===== src/hw/rtl/ewap_pkg.sv =====
package ewap_pkg;

    // Fixed field widths
    localparam int NUM_SAMPLES = 8;
    localparam int POWER_W     = 31;
    localparam int POWER_FRAC  = 30;
    localparam int STEP_W      = 8;
    localparam int CHAN_W      = 4;
    localparam int MASK_W      = 8;
    localparam int CFG_IDX_W   = 3;
    localparam int CFG_DATA_W  = 8;

    // Smoothing factor 0.095 in Q0.16, kept signed for the delta product
    localparam int                   SMOOTH_W     = 13;
    localparam logic signed [SMOOTH_W:0] SMOOTH_Q16 = 14'sd6226;
    localparam int                   SMOOTH_SHIFT = 16;
    localparam int                   ROUND_HALF   = 32768;

    localparam logic [POWER_W-1:0] POWER_FULL = 31'h4000_0000;

    // Quotient bits resolved per divider cycle
    localparam int DIV_BITS = 8;

    // Reset values of the configuration registers
    localparam logic             ENABLED_RST   = 1'b0;
    localparam logic             FORMAT_OK_RST = 1'b1;
    localparam logic [STEP_W-1:0] STEP_RST     = 8'd48;
    localparam logic [CHAN_W-1:0] CHAN_RST     = 4'd2;
    localparam logic [MASK_W-1:0] MASK_RST     = 8'hFF;

    typedef enum logic [CFG_IDX_W-1:0] {
        CFG_ENABLED         = 3'd0,
        CFG_FORMAT_OK       = 3'd1,
        CFG_DECIMATION_STEP = 3'd2,
        CFG_CHANNEL_COUNT   = 3'd3,
        CFG_CHANNEL_MASK    = 3'd4
    } cfg_index_t;

    // Effective configuration, already clamped
    typedef struct packed {
        logic              active;
        logic [STEP_W-1:0] step;
        logic [CHAN_W-1:0] chan_n;
        logic [MASK_W-1:0] mask;
    } cfg_t;

    typedef struct packed {
        logic capture;
        logic sq_step;
        logic div_step;
        logic scale;
        logic update;
        logic out_load;
        logic counted;
    } cmd_t;

    typedef struct packed {
        logic loaded;
    } status_t;

endpackage


===== src/hw/rtl/ewap_frame_if.sv =====
interface ewap_frame_if #(
    parameter int SAMPLE_BITS = 16
);
    logic                          valid;
    logic                          ready;
    logic                          buffer_start;
    logic signed [SAMPLE_BITS-1:0] sample_0;
    logic signed [SAMPLE_BITS-1:0] sample_1;
    logic signed [SAMPLE_BITS-1:0] sample_2;
    logic signed [SAMPLE_BITS-1:0] sample_3;
    logic signed [SAMPLE_BITS-1:0] sample_4;
    logic signed [SAMPLE_BITS-1:0] sample_5;
    logic signed [SAMPLE_BITS-1:0] sample_6;
    logic signed [SAMPLE_BITS-1:0] sample_7;

    modport source (
        output valid, buffer_start,
        output sample_0, sample_1, sample_2, sample_3,
        output sample_4, sample_5, sample_6, sample_7,
        input  ready
    );

    modport sink (
        input  valid, buffer_start,
        input  sample_0, sample_1, sample_2, sample_3,
        input  sample_4, sample_5, sample_6, sample_7,
        output ready
    );
endinterface


===== src/hw/rtl/ewap_power_if.sv =====
interface ewap_power_if;
    logic                           valid;
    logic                           ready;
    logic [ewap_pkg::POWER_W-1:0]   power_level;
    logic                           power_valid;
    logic                           frame_counted;

    modport source (
        output valid, power_level, power_valid, frame_counted,
        input  ready
    );

    modport sink (
        input  valid, power_level, power_valid, frame_counted,
        output ready
    );
endinterface


===== src/hw/rtl/ewap_cfg.sv =====
module ewap_cfg #(
    parameter int MAX_CHANNELS = 8
) (
    input  logic                             clk,
    input  logic                             rst_n,
    input  logic                             cfg_we,
    input  logic [ewap_pkg::CFG_IDX_W-1:0]   cfg_index,
    input  logic [ewap_pkg::CFG_DATA_W-1:0]  cfg_wdata,
    output ewap_pkg::cfg_t                   cfg
);

    logic                          enabled_reg;
    logic                          format_ok_reg;
    logic [ewap_pkg::STEP_W-1:0]   step_reg;
    logic [ewap_pkg::CHAN_W-1:0]   chan_reg;
    logic [ewap_pkg::MASK_W-1:0]   mask_reg;

    always_ff @(posedge clk or negedge rst_n)
    begin
        if (!rst_n)
        begin
            enabled_reg   <= ewap_pkg::ENABLED_RST;
            format_ok_reg <= ewap_pkg::FORMAT_OK_RST;
            step_reg      <= ewap_pkg::STEP_RST;
            chan_reg      <= ewap_pkg::CHAN_RST;
            mask_reg      <= ewap_pkg::MASK_RST;
        end
        else if (cfg_we)
        begin
            unique case (ewap_pkg::cfg_index_t'(cfg_index))
                ewap_pkg::CFG_ENABLED:         enabled_reg   <= cfg_wdata[0];
                ewap_pkg::CFG_FORMAT_OK:       format_ok_reg <= cfg_wdata[0];
                ewap_pkg::CFG_DECIMATION_STEP: step_reg      <= cfg_wdata[ewap_pkg::STEP_W-1:0];
                ewap_pkg::CFG_CHANNEL_COUNT:   chan_reg      <= cfg_wdata[ewap_pkg::CHAN_W-1:0];
                ewap_pkg::CFG_CHANNEL_MASK:    mask_reg      <= cfg_wdata[ewap_pkg::MASK_W-1:0];
                default: ;
            endcase
        end
    end

    // Zero step counts every frame; channel count clamps to 1..MAX_CHANNELS
    always_comb
    begin
        cfg.active = enabled_reg & format_ok_reg;
        cfg.step   = (step_reg == '0) ? ewap_pkg::STEP_W'(1) : step_reg;
        if (chan_reg == '0)
            cfg.chan_n = ewap_pkg::CHAN_W'(1);
        else if (chan_reg > ewap_pkg::CHAN_W'(MAX_CHANNELS))
            cfg.chan_n = ewap_pkg::CHAN_W'(MAX_CHANNELS);
        else
            cfg.chan_n = chan_reg;
        cfg.mask = mask_reg;
    end

endmodule


===== src/hw/rtl/ewap_ctrl.sv =====
module ewap_ctrl #(
    parameter int MAX_CHANNELS = 8,
    parameter int DIV_STEPS    = 5
) (
    input  logic                clk,
    input  logic                rst_n,
    input  ewap_pkg::cfg_t      cfg,
    input  logic                in_valid,
    input  logic                buffer_start,
    output logic                in_ready,
    input  logic                out_ready,
    output logic                out_valid,
    input  ewap_pkg::status_t   status,
    output ewap_pkg::cmd_t      cmd
);

    localparam int CNT_MAX = (MAX_CHANNELS > DIV_STEPS) ? MAX_CHANNELS : DIV_STEPS;
    localparam int CNT_W   = (CNT_MAX > 1) ? $clog2(CNT_MAX) : 1;

    typedef enum logic [2:0] {
        IDLE,
        SQUARE,
        DIVIDE,
        SCALE,
        UPDATE,
        DONE
    } state_t;

    state_t                      state_reg, state_next;
    logic [ewap_pkg::STEP_W-1:0] phase_reg, phase_next;
    logic [CNT_W-1:0]            cnt_reg, cnt_next;
    logic                        counted_reg, counted_next;
    logic                        out_valid_reg, out_valid_next;

    logic                        in_fire;
    logic [ewap_pkg::STEP_W-1:0] ph_start;
    logic [ewap_pkg::STEP_W:0]   ph_inc;

    assign in_ready  = (state_reg == IDLE);
    assign in_fire   = in_valid && in_ready;
    assign out_valid = out_valid_reg;

    assign ph_start = buffer_start ? '0 : phase_reg;
    assign ph_inc   = {1'b0, ph_start} + 1'b1;

    always_comb
    begin
        state_next     = state_reg;
        phase_next     = phase_reg;
        cnt_next       = cnt_reg;
        counted_next   = counted_reg;
        out_valid_next = out_valid_reg;
        cmd            = '0;
        cmd.counted    = counted_reg;

        if (out_ready)
            out_valid_next = 1'b0;

        unique case (state_reg)
            IDLE:
            begin
                if (in_fire)
                begin
                    cmd.capture = 1'b1;
                    if (cfg.active)
                    begin
                        // Wrap phase at the step, also when the step shrank below it
                        phase_next = (ph_inc >= {1'b0, cfg.step}) ? '0
                                                                  : ph_inc[ewap_pkg::STEP_W-1:0];
                        counted_next = (ph_start == '0);
                        cnt_next     = CNT_W'(cfg.chan_n - 1'b1);
                        state_next   = (ph_start == '0) ? SQUARE : DONE;
                    end
                    else
                    begin
                        counted_next = 1'b0;
                        state_next   = DONE;
                    end
                end
            end
            SQUARE:
            begin
                cmd.sq_step = 1'b1;
                cnt_next    = cnt_reg - 1'b1;
                if (cnt_reg == '0)
                begin
                    cnt_next   = CNT_W'(DIV_STEPS - 1);
                    state_next = DIVIDE;
                end
            end
            DIVIDE:
            begin
                cmd.div_step = 1'b1;
                cnt_next     = cnt_reg - 1'b1;
                if (cnt_reg == '0)
                    state_next = SCALE;
            end
            SCALE:
            begin
                cmd.scale  = 1'b1;
                state_next = status.loaded ? UPDATE : DONE;
            end
            UPDATE:
            begin
                cmd.update = 1'b1;
                state_next = DONE;
            end
            DONE:
            begin
                // Hold until the output register is free
                if (!out_valid_reg || out_ready)
                begin
                    cmd.out_load   = 1'b1;
                    out_valid_next = 1'b1;
                    state_next     = IDLE;
                end
            end
            default: state_next = IDLE;
        endcase
    end

    always_ff @(posedge clk or negedge rst_n)
    begin
        if (!rst_n)
        begin
            state_reg     <= IDLE;
            phase_reg     <= '0;
            cnt_reg       <= '0;
            counted_reg   <= 1'b0;
            out_valid_reg <= 1'b0;
        end
        else
        begin
            state_reg     <= state_next;
            phase_reg     <= phase_next;
            cnt_reg       <= cnt_next;
            counted_reg   <= counted_next;
            out_valid_reg <= out_valid_next;
        end
    end

    a_fire_leaves_idle: assert property (@(posedge clk) disable iff (!rst_n)
        in_fire |=> state_reg != IDLE)
        else $error("accepted frame did not start processing");

    a_load_slot_free: assert property (@(posedge clk) disable iff (!rst_n)
        cmd.out_load |-> (!out_valid_reg || out_ready))
        else $error("result overwrote an untaken result");

    a_square_count: assert property (@(posedge clk) disable iff (!rst_n)
        state_reg == SQUARE |-> cnt_reg < cfg.chan_n)
        else $error("channel counter beyond channel count");

    a_gated_not_counted: assert property (@(posedge clk) disable iff (!rst_n)
        (in_fire && !cfg.active) |=> (state_reg == DONE && !counted_reg))
        else $error("gated frame entered the datapath");

endmodule


===== src/hw/rtl/ewap_dp.sv =====
module ewap_dp #(
    parameter int MAX_CHANNELS = 8,
    parameter int SAMPLE_BITS  = 16,
    parameter int DIV_STEPS    = 5
) (
    input  logic                          clk,
    input  logic                          rst_n,
    input  ewap_pkg::cfg_t                cfg,
    input  logic [SAMPLE_BITS-1:0]        samples [ewap_pkg::NUM_SAMPLES],
    input  ewap_pkg::cmd_t                cmd,
    output ewap_pkg::status_t             status,
    output logic [ewap_pkg::POWER_W-1:0]  power_level,
    output logic                          power_valid,
    output logic                          frame_counted
);

    localparam int SQ_W   = 2 * SAMPLE_BITS - 1;
    localparam int DIV_W  = DIV_STEPS * ewap_pkg::DIV_BITS;
    localparam int FRAC   = 2 * (SAMPLE_BITS - 1);
    localparam int DOWN   = (FRAC > ewap_pkg::POWER_FRAC) ? FRAC - ewap_pkg::POWER_FRAC : 0;
    localparam int UP     = (FRAC < ewap_pkg::POWER_FRAC) ? ewap_pkg::POWER_FRAC - FRAC : 0;
    localparam int EXT_W  = SQ_W + UP;
    localparam int DELTA_W = ewap_pkg::POWER_W + 1;
    localparam int PROD_W  = DELTA_W + ewap_pkg::SMOOTH_W + 1;

    logic [SAMPLE_BITS-1:0]        sample_reg [MAX_CHANNELS];
    logic [MAX_CHANNELS-1:0]       mask_reg;
    logic [DIV_W-1:0]              sum_reg, sum_next;
    logic [ewap_pkg::CHAN_W-1:0]   rem_reg, rem_next;
    logic signed [PROD_W-1:0]      prod_reg;
    logic [ewap_pkg::POWER_W-1:0]  power_reg, power_next;
    logic                          loaded_reg;
    logic [ewap_pkg::POWER_W-1:0]  out_power_reg;
    logic                          out_loaded_reg;
    logic                          out_counted_reg;

    logic [SAMPLE_BITS-1:0]        mag;
    logic [2*SAMPLE_BITS-1:0]      sq_full;
    logic [SQ_W-1:0]               quot_lo;
    logic [EXT_W-1:0]              mean_ext;
    logic [ewap_pkg::POWER_W-1:0]  mean;
    logic signed [DELTA_W-1:0]     delta;
    logic signed [PROD_W-1:0]      prod_next;
    logic signed [PROD_W-1:0]      rounded;
    logic signed [PROD_W-1:0]      adjust;
    logic signed [PROD_W-1:0]      power_ext;
    logic signed [PROD_W-1:0]      power_sum;
    logic [DIV_W-1:0]              div_bits;
    logic [ewap_pkg::CHAN_W-1:0]   div_rem;

    // Square of the head channel; magnitude of the most negative code fits unsigned
    assign mag     = sample_reg[0][SAMPLE_BITS-1] ? (~sample_reg[0] + 1'b1) : sample_reg[0];
    assign sq_full = mag * mag;

    // Restoring division by the channel count, several quotient bits a cycle
    always_comb
    begin
        logic [ewap_pkg::CHAN_W-1:0] trial;
        logic                        qbit;
        div_bits = sum_reg;
        div_rem  = rem_reg;
        for (int i = 0; i < ewap_pkg::DIV_BITS; i++)
        begin
            trial    = {div_rem[ewap_pkg::CHAN_W-2:0], div_bits[DIV_W-1]};
            qbit     = (trial >= cfg.chan_n);
            div_rem  = qbit ? (trial - cfg.chan_n) : trial;
            div_bits = {div_bits[DIV_W-2:0], qbit};
        end
    end

    always_comb
    begin
        sum_next = sum_reg;
        rem_next = rem_reg;
        if (cmd.capture)
        begin
            sum_next = '0;
            rem_next = '0;
        end
        else if (cmd.sq_step)
        begin
            if (mask_reg[0])
                sum_next = sum_reg + DIV_W'(sq_full[SQ_W-1:0]);
        end
        else if (cmd.div_step)
        begin
            sum_next = div_bits;
            rem_next = div_rem;
        end
    end

    // Quotient rescaled to Q1.30
    assign quot_lo  = sum_reg[SQ_W-1:0];
    assign mean_ext = EXT_W'(quot_lo >> DOWN) << UP;
    assign mean     = ewap_pkg::POWER_W'(mean_ext);

    // p + ((A*(x-p) + half) >>> 16) equals the rounded convex blend
    assign delta     = $signed({1'b0, mean}) - $signed({1'b0, power_reg});
    assign prod_next = delta * ewap_pkg::SMOOTH_Q16;
    assign rounded   = prod_reg + PROD_W'(ewap_pkg::ROUND_HALF);
    assign adjust    = rounded >>> ewap_pkg::SMOOTH_SHIFT;
    assign power_ext = $signed({{(PROD_W - ewap_pkg::POWER_W){1'b0}}, power_reg});
    assign power_sum = power_ext + adjust;

    always_comb
    begin
        power_next = power_reg;
        if (cmd.scale && !loaded_reg)
            power_next = mean;
        else if (cmd.update)
            power_next = power_sum[ewap_pkg::POWER_W-1:0];
    end

    always_ff @(posedge clk)
    begin
        if (cmd.capture)
        begin
            for (int i = 0; i < MAX_CHANNELS; i++)
                sample_reg[i] <= samples[i];
            mask_reg <= cfg.mask[MAX_CHANNELS-1:0];
        end
        else if (cmd.sq_step)
        begin
            // Advance the next channel to the head
            for (int i = 0; i < MAX_CHANNELS - 1; i++)
                sample_reg[i] <= sample_reg[i+1];
            mask_reg <= mask_reg >> 1;
        end
        sum_reg <= sum_next;
        rem_reg <= rem_next;
        if (cmd.scale)
            prod_reg <= prod_next;
        if (cmd.out_load)
        begin
            out_power_reg   <= power_reg;
            out_loaded_reg  <= loaded_reg;
            out_counted_reg <= cmd.counted;
        end
    end

    always_ff @(posedge clk or negedge rst_n)
    begin
        if (!rst_n)
        begin
            power_reg  <= '0;
            loaded_reg <= 1'b0;
        end
        else
        begin
            power_reg <= power_next;
            if (cmd.scale)
                loaded_reg <= 1'b1;
        end
    end

    assign status.loaded = loaded_reg;
    assign power_level   = out_power_reg;
    assign power_valid   = out_loaded_reg;
    assign frame_counted = out_counted_reg;

    a_power_full_scale: assert property (@(posedge clk) disable iff (!rst_n)
        power_reg <= ewap_pkg::POWER_FULL)
        else $error("power above full scale");

    a_rem_below_divisor: assert property (@(posedge clk) disable iff (!rst_n)
        cmd.div_step |=> rem_reg < cfg.chan_n)
        else $error("divider remainder not below channel count");

endmodule


===== src/hw/rtl/ewma_audio_power_tracker.sv =====
// Smoothed mean-square power meter for interleaved audio frames of up to
// MAX_CHANNELS signed Q1.(SAMPLE_BITS-1) samples. One frame is taken per input
// transaction and exactly one result transaction follows it, carrying the held
// Q1.30 power, whether a first value has been loaded, and whether this frame
// updated it. A gated or skipped frame goes from acceptance straight to its
// result. A counted frame runs one squarer over the channels, one per cycle,
// then a divider by the channel count that resolves 8 quotient bits a cycle,
// then the smoothing multiply and the update; the frame that loads the first
// value skips the update. The next frame is taken once the previous result
// sits in the output register.
module ewma_audio_power_tracker #(
    parameter int MAX_CHANNELS = 8,
    parameter int SAMPLE_BITS  = 16
) (
    input  logic                             clk,
    input  logic                             rst_n,
    input  logic                             cfg_we,
    input  logic [ewap_pkg::CFG_IDX_W-1:0]   cfg_index,
    input  logic [ewap_pkg::CFG_DATA_W-1:0]  cfg_wdata,
    ewap_frame_if.sink                       frame,
    ewap_power_if.source                     power
);

    localparam int SUM_W     = 2 * SAMPLE_BITS - 1 + $clog2(MAX_CHANNELS);
    localparam int DIV_STEPS = (SUM_W + ewap_pkg::DIV_BITS - 1) / ewap_pkg::DIV_BITS;

    ewap_pkg::cfg_t         cfg;
    ewap_pkg::cmd_t         cmd;
    ewap_pkg::status_t      status;
    logic                   in_ready;
    logic                   out_valid;
    logic [SAMPLE_BITS-1:0] frame_samples [ewap_pkg::NUM_SAMPLES];

    assign frame_samples[0] = frame.sample_0;
    assign frame_samples[1] = frame.sample_1;
    assign frame_samples[2] = frame.sample_2;
    assign frame_samples[3] = frame.sample_3;
    assign frame_samples[4] = frame.sample_4;
    assign frame_samples[5] = frame.sample_5;
    assign frame_samples[6] = frame.sample_6;
    assign frame_samples[7] = frame.sample_7;

    assign frame.ready = in_ready;
    assign power.valid = out_valid;

    ewap_cfg #(
        .MAX_CHANNELS (MAX_CHANNELS)
    ) u_cfg (
        .clk       (clk),
        .rst_n     (rst_n),
        .cfg_we    (cfg_we),
        .cfg_index (cfg_index),
        .cfg_wdata (cfg_wdata),
        .cfg       (cfg)
    );

    ewap_ctrl #(
        .MAX_CHANNELS (MAX_CHANNELS),
        .DIV_STEPS    (DIV_STEPS)
    ) u_ctrl (
        .clk          (clk),
        .rst_n        (rst_n),
        .cfg          (cfg),
        .in_valid     (frame.valid),
        .buffer_start (frame.buffer_start),
        .in_ready     (in_ready),
        .out_ready    (power.ready),
        .out_valid    (out_valid),
        .status       (status),
        .cmd          (cmd)
    );

    ewap_dp #(
        .MAX_CHANNELS (MAX_CHANNELS),
        .SAMPLE_BITS  (SAMPLE_BITS),
        .DIV_STEPS    (DIV_STEPS)
    ) u_dp (
        .clk           (clk),
        .rst_n         (rst_n),
        .cfg           (cfg),
        .samples       (frame_samples),
        .cmd           (cmd),
        .status        (status),
        .power_level   (power.power_level),
        .power_valid   (power.power_valid),
        .frame_counted (power.frame_counted)
    );

endmodule


===== src/flat_wrapper.sv =====
// flat-port wrapper written by rule: the top's interface ports become plain ports
module ewma_audio_power_tracker_flat 
#(
    parameter int MAX_CHANNELS = 8,
    parameter int SAMPLE_BITS  = 16
)
  (clk, rst_n, cfg_we, cfg_index, cfg_wdata, frame_valid, frame_buffer_start, frame_sample_0, frame_sample_1, frame_sample_2, frame_sample_3, frame_sample_4, frame_sample_5, frame_sample_6, frame_sample_7, frame_ready, power_valid, power_power_level, power_power_valid, power_frame_counted, power_ready);
  ewap_frame_if #(.SAMPLE_BITS(SAMPLE_BITS)) frame_i ();
  ewap_power_if power_i ();
  input  logic clk;
  input  logic rst_n;
  input  logic cfg_we;
  input  logic [ewap_pkg::CFG_IDX_W-1:0] cfg_index;
  input  logic [ewap_pkg::CFG_DATA_W-1:0] cfg_wdata;
  input wire logic [$bits(frame_i.valid)-1:0] frame_valid;
  input wire logic [$bits(frame_i.buffer_start)-1:0] frame_buffer_start;
  input wire logic [$bits(frame_i.sample_0)-1:0] frame_sample_0;
  input wire logic [$bits(frame_i.sample_1)-1:0] frame_sample_1;
  input wire logic [$bits(frame_i.sample_2)-1:0] frame_sample_2;
  input wire logic [$bits(frame_i.sample_3)-1:0] frame_sample_3;
  input wire logic [$bits(frame_i.sample_4)-1:0] frame_sample_4;
  input wire logic [$bits(frame_i.sample_5)-1:0] frame_sample_5;
  input wire logic [$bits(frame_i.sample_6)-1:0] frame_sample_6;
  input wire logic [$bits(frame_i.sample_7)-1:0] frame_sample_7;
  output wire logic [$bits(frame_i.ready)-1:0] frame_ready;
  output wire logic [$bits(power_i.valid)-1:0] power_valid;
  output wire logic [$bits(power_i.power_level)-1:0] power_power_level;
  output wire logic [$bits(power_i.power_valid)-1:0] power_power_valid;
  output wire logic [$bits(power_i.frame_counted)-1:0] power_frame_counted;
  input wire logic [$bits(power_i.ready)-1:0] power_ready;
  assign frame_i.valid = frame_valid;
  assign frame_i.buffer_start = frame_buffer_start;
  assign frame_i.sample_0 = frame_sample_0;
  assign frame_i.sample_1 = frame_sample_1;
  assign frame_i.sample_2 = frame_sample_2;
  assign frame_i.sample_3 = frame_sample_3;
  assign frame_i.sample_4 = frame_sample_4;
  assign frame_i.sample_5 = frame_sample_5;
  assign frame_i.sample_6 = frame_sample_6;
  assign frame_i.sample_7 = frame_sample_7;
  assign frame_ready = frame_i.ready;
  assign power_valid = power_i.valid;
  assign power_power_level = power_i.power_level;
  assign power_power_valid = power_i.power_valid;
  assign power_frame_counted = power_i.frame_counted;
  assign power_i.ready = power_ready;
  ewma_audio_power_tracker #(.MAX_CHANNELS(MAX_CHANNELS), .SAMPLE_BITS(SAMPLE_BITS)) u_core (.clk(clk), .rst_n(rst_n), .cfg_we(cfg_we), .cfg_index(cfg_index), .cfg_wdata(cfg_wdata), .frame(frame_i), .power(power_i));
endmodule

===== config.mk =====
export PLATFORM = sky130hd
export DESIGN_NAME = ewma_audio_power_tracker_flat
export DESIGN_NICKNAME = d
export VERILOG_FILES = /design/src/hw/rtl/ewap_pkg.sv /design/src/hw/rtl/ewap_frame_if.sv /design/src/hw/rtl/ewap_power_if.sv /design/src/hw/rtl/ewap_cfg.sv /design/src/hw/rtl/ewap_ctrl.sv /design/src/hw/rtl/ewap_dp.sv /design/src/hw/rtl/ewma_audio_power_tracker.sv /design/src/flat_wrapper.sv
export SDC_FILE = /design/constraint.sdc
export NUM_CORES = 2
export LEC_CHECK = 0
export BUFFER_PORTS_ARGS = -buffer_cell sky130_fd_sc_hd__buf_2
export CORE_MARGIN = 2
export CORE_UTILIZATION = 69
export DETAILED_ROUTE_END_ITERATION = 16
export MAX_ROUTING_LAYER = met4
export PLACE_DENSITY = 0.95
export SLEW_MARGIN = 25
export SYNTH_ARGS = -nofsm -noshare
export SYNTH_HDL_FRONTEND = slang
export SYNTH_SLANG_ARGS = --single-unit

===== constraint.sdc =====
create_clock -name clk -period 26.5 [get_ports clk]
set_clock_uncertainty 0.05 [all_clocks]
set_input_delay 3.975 -clock clk [delete_from_list [all_inputs] [get_ports clk]]
set_output_delay 3.975 -clock clk [all_outputs]
set_load 0.03 [all_outputs]

==> summary.md <==
| Metric | Value |
|---|---|
| Pre-CTS setup slack | `13800 ps` |
| # rows | `78` |
| Net count, final | `4363` |
| Post-synth top area cell | `edfxtp_1` |
| Die width | `218 µm` |
| FF-to-FF setup slack | `13540 ps` |
| DRT Wirelength | `81900 µm` |
| Top_reg_cell synth | `edfxtp_1` |
| Hold path startpoint | `u_core.u_ctrl.counted_reg` |
| Die area | `47700 µm²` |
| Most Crowded Layer GR | `met2` |
| Synthesized area | `31700 µm²` |
| Placed instance area | `33200 µm²` |
| Area occupied by registers | `8630 µm²` |
| Sequential area share after synthesis | `27.2%` |
| Max_cap viols | `0` |
| Clk_lat worst skew | `550 ps` |
| Final GP Congestion | `0.943` |
| Critical Path AT | `13390 ps` |
| Fmax | `77.2 MHz` |
| Max FFs per register | `128` |
| DRC Markers | `0` |
| WL per Instance | `19.6 µm` |
| Vias in the first global route | `26312` |
| TritonCTS Sinks | `313` |
| H-tree levels | `2` |
| Worst relative slew slack | `26.6%` |
| CTS tree | `yes` |
| Worst hold endpoint | `u_core.u_dp.frame_counted` |
| Port-buffer cells | `179` |
| Initial core utilization | `69.9%` |
| Tcrit/Tclk final | `48.9%` |
| GR Layer Usage met3 | `5.54%` |
| Outcome | `finished clean` |
| Ys async rst share | `22.4%` |
| Fill count | `2843` |
| Setup TNS | `0 ps` |
| Post-synthesis cell type count | `95` |
| First DRT Iteration DRCs | `2800` |
| I/O Pins | `180` |
| Die Y | `218 µm` |
| Top cells by area, synth | `edfxtp_1 (19%), fa_1 (16%), ha_1 (16%)` |
| Most used cell, CP | `nand2_1` |
| Final instance area | `34400 µm²` |
| Synth top area share | `18.9%` |
| Worst r2r src | `u_core.u_cfg.chan_reg[2]` |
| Hold Vio Cnt, Final | `0` |
| CP startpoint kind | `register` |
| Yosys Warn Count | `0` |
| Crit path max fanout | `10` |
| Setup violators final | `0` |
| Non-filler cells, final | `4178` |
| CTS max path bufs | `3` |
| Cell count of the worst reg-to-reg path | `60` |
| Worst r2r dst | `u_core.u_dp.rem_reg[0]` |
| Crit path kind | `reg -> reg` |
| Hold buffers post-CTS | `0` |
| Worst Hold Depth | `0` |
| First-pass GRT wire length | `132000 µm` |
| Core ar. | `45400 µm²` |
| Initial antenna violation count | `0` |
| Worst slew pin tran | `1100 ps` |
| Fin. max-slew vios | `0` |
| PostCTS Resize Cnt | `0` |
| Multi-input logic area | `21200 µm²` |
| Remaining antenna violation count | `0` |
| RSZ-0062 raised after global routing | `false` |
| Ratio of cells with drive above 1 in the final layout | `9.50%` |
| Avg Vias per Cell | `6.26` |
| Worst-path cell with the longest stage delay | `nor2_1` |
| Required time worst endpoint | `26930 ps` |
| Grt total ovfl | `0` |
| Synth cell count leaders | `nand2_1 (548), inv_1 (423), ha_1 (409)` |
| Crit. Startpoint | `u_core.u_cfg.chan_reg[2]` |
| TritonRoute pass-1 iters | `7` |
| Mapped Avg Cell Area | `9.35 µm²` |
| Largest net degree at the start of global routing | `102` |
| Worst setup EP type | `register` |
| Post-Synthesis Cells | `3394` |
| Placed Cells | `4112` |
| Final worst slack | `13540 ps` |
| DPL Wire Length | `60300 µm` |
| Post-CTS setup buffers | `0` |
| CTS clk-pin slew, worst paths | `60 ps` |
| Post-synth EDFFs | `200` |
| Hold WC Path Type | `reg -> reg` |
| Crit path largest cell delay | `590 ps` |
| Synth Register Bits | `313` |
| Top-count cell post-synth | `nand2_1` |
| Num CTS Buffers | `35` |
| Global-route met2 utilization | `57.1%` |
| Clock Tree Root | `clkbuf_16` |
| All-layer global routing usage | `35.5%` |
| Min Tclk post-route | `12960 ps` |
| Antenna diode count | `0` |
| Global Route met1 Usage | `44.4%` |
| Vias | `26153` |
| Area Overhead vs Synth | `8.43%` |
## critical path, delay by kind of cell, from the launching register on
family | cells | cell delay [ps]
AND/OR/NAND/NOR | 17 | 1700
multiplexers | 7 | 2960
adder cells (fa/ha/maj) | 9 | 2270
flip-flops | 1 | 390
AO/OA/AOI/OAI | 20 | 5000
buffers and inverters | 7 | 480
## cell families (layout without fill, tap and decap cells)
group / Yosys count / in the layout / synth area share (%)
simple gates: 1010 / 1010 / 13.9
fa+ha+maj: 667 / 667 / 32.4
buf+inv: 517 / 691 / 6.18
compound gates: 642 / 642 / 13.3
flops: 313 / 313 / 27.2
other cells: 2 / 12 / 0.0237
mux: 35 / 35 / 1.20
xor+xnor: 208 / 208 / 5.79
## cell usage in the layout, fill, tap and decap left out, drive strengths merged, types with 26 or more instances in the layout
cell type / synthesis / layout
nand2: 548 / 548
inv: 426 / 436
ha: 409 / 409
fa: 258 / 258
nor2: 201 / 201
edfxtp: 200 / 200
buf: 20 / 197
a21oi: 184 / 184
o21ai: 147 / 147
xnor2: 125 / 125
a21o: 88 / 88
xor2: 83 / 83
nand3: 60 / 60
dfrtp: 58 / 58
clkbuf: 68 / 45
dfxtp: 43 / 43
nor3: 43 / 43
nand2b: 32 / 32
a22oi: 28 / 28
o21a: 26 / 26
## stage by stage
stage	util (%)	hold slack [ps]
6_report	75.8	408
5_1_grt	75.8	436
4_1_cts	75.7	413
3_5_place_dp	73.2	387
3_3_place_gp	73.2	382
2_1_floorplan	-	375
## layer usage
| metal | vias up | part of all wire (%) |
|---|---|---|
| li1 | 11819 | - |
| met1 | 12406 | 37 |
| met2 | 1536 | 48 |
| met3 | 392 | 9.3 |
| met4 | 0 | 5.2 |
| met5 | - | 0 |
## layout make-up
| class | count | share of cell area, % |
|---|---|---|
| multi-input combinational | 2574 | 61.7 |
| sequential | 313 | 25.1 |
| inverter | 429 | 4.68 |
| timing repair buffer | 198 | 3.05 |
| clock buffer | 44 | 2.86 |
| tap | 600 | 2.18 |
| clock inverter | 20 | 0.458 |
## worst max-delay path by stage
stage	endpoint	slack, ps	depth (start not counted)
6_report	u_core.u_dp.rem_reg[0]	13540	60
5_1_grt	u_core.u_dp.rem_reg[0]	12490	60
4_1_cts	u_core.u_dp.rem_reg[0]	13670	60
3_5_place_dp	u_core.u_dp.rem_reg[0]	13800	60
3_3_place_gp	u_core.u_dp.rem_reg[1]	14160	58
2_1_floorplan	u_core.u_dp.rem_reg[1]	15100	58
Power is left out: the tool's default activity adds up to more than one toggle a clock period on the data nets, which glitch-free logic cannot reach.
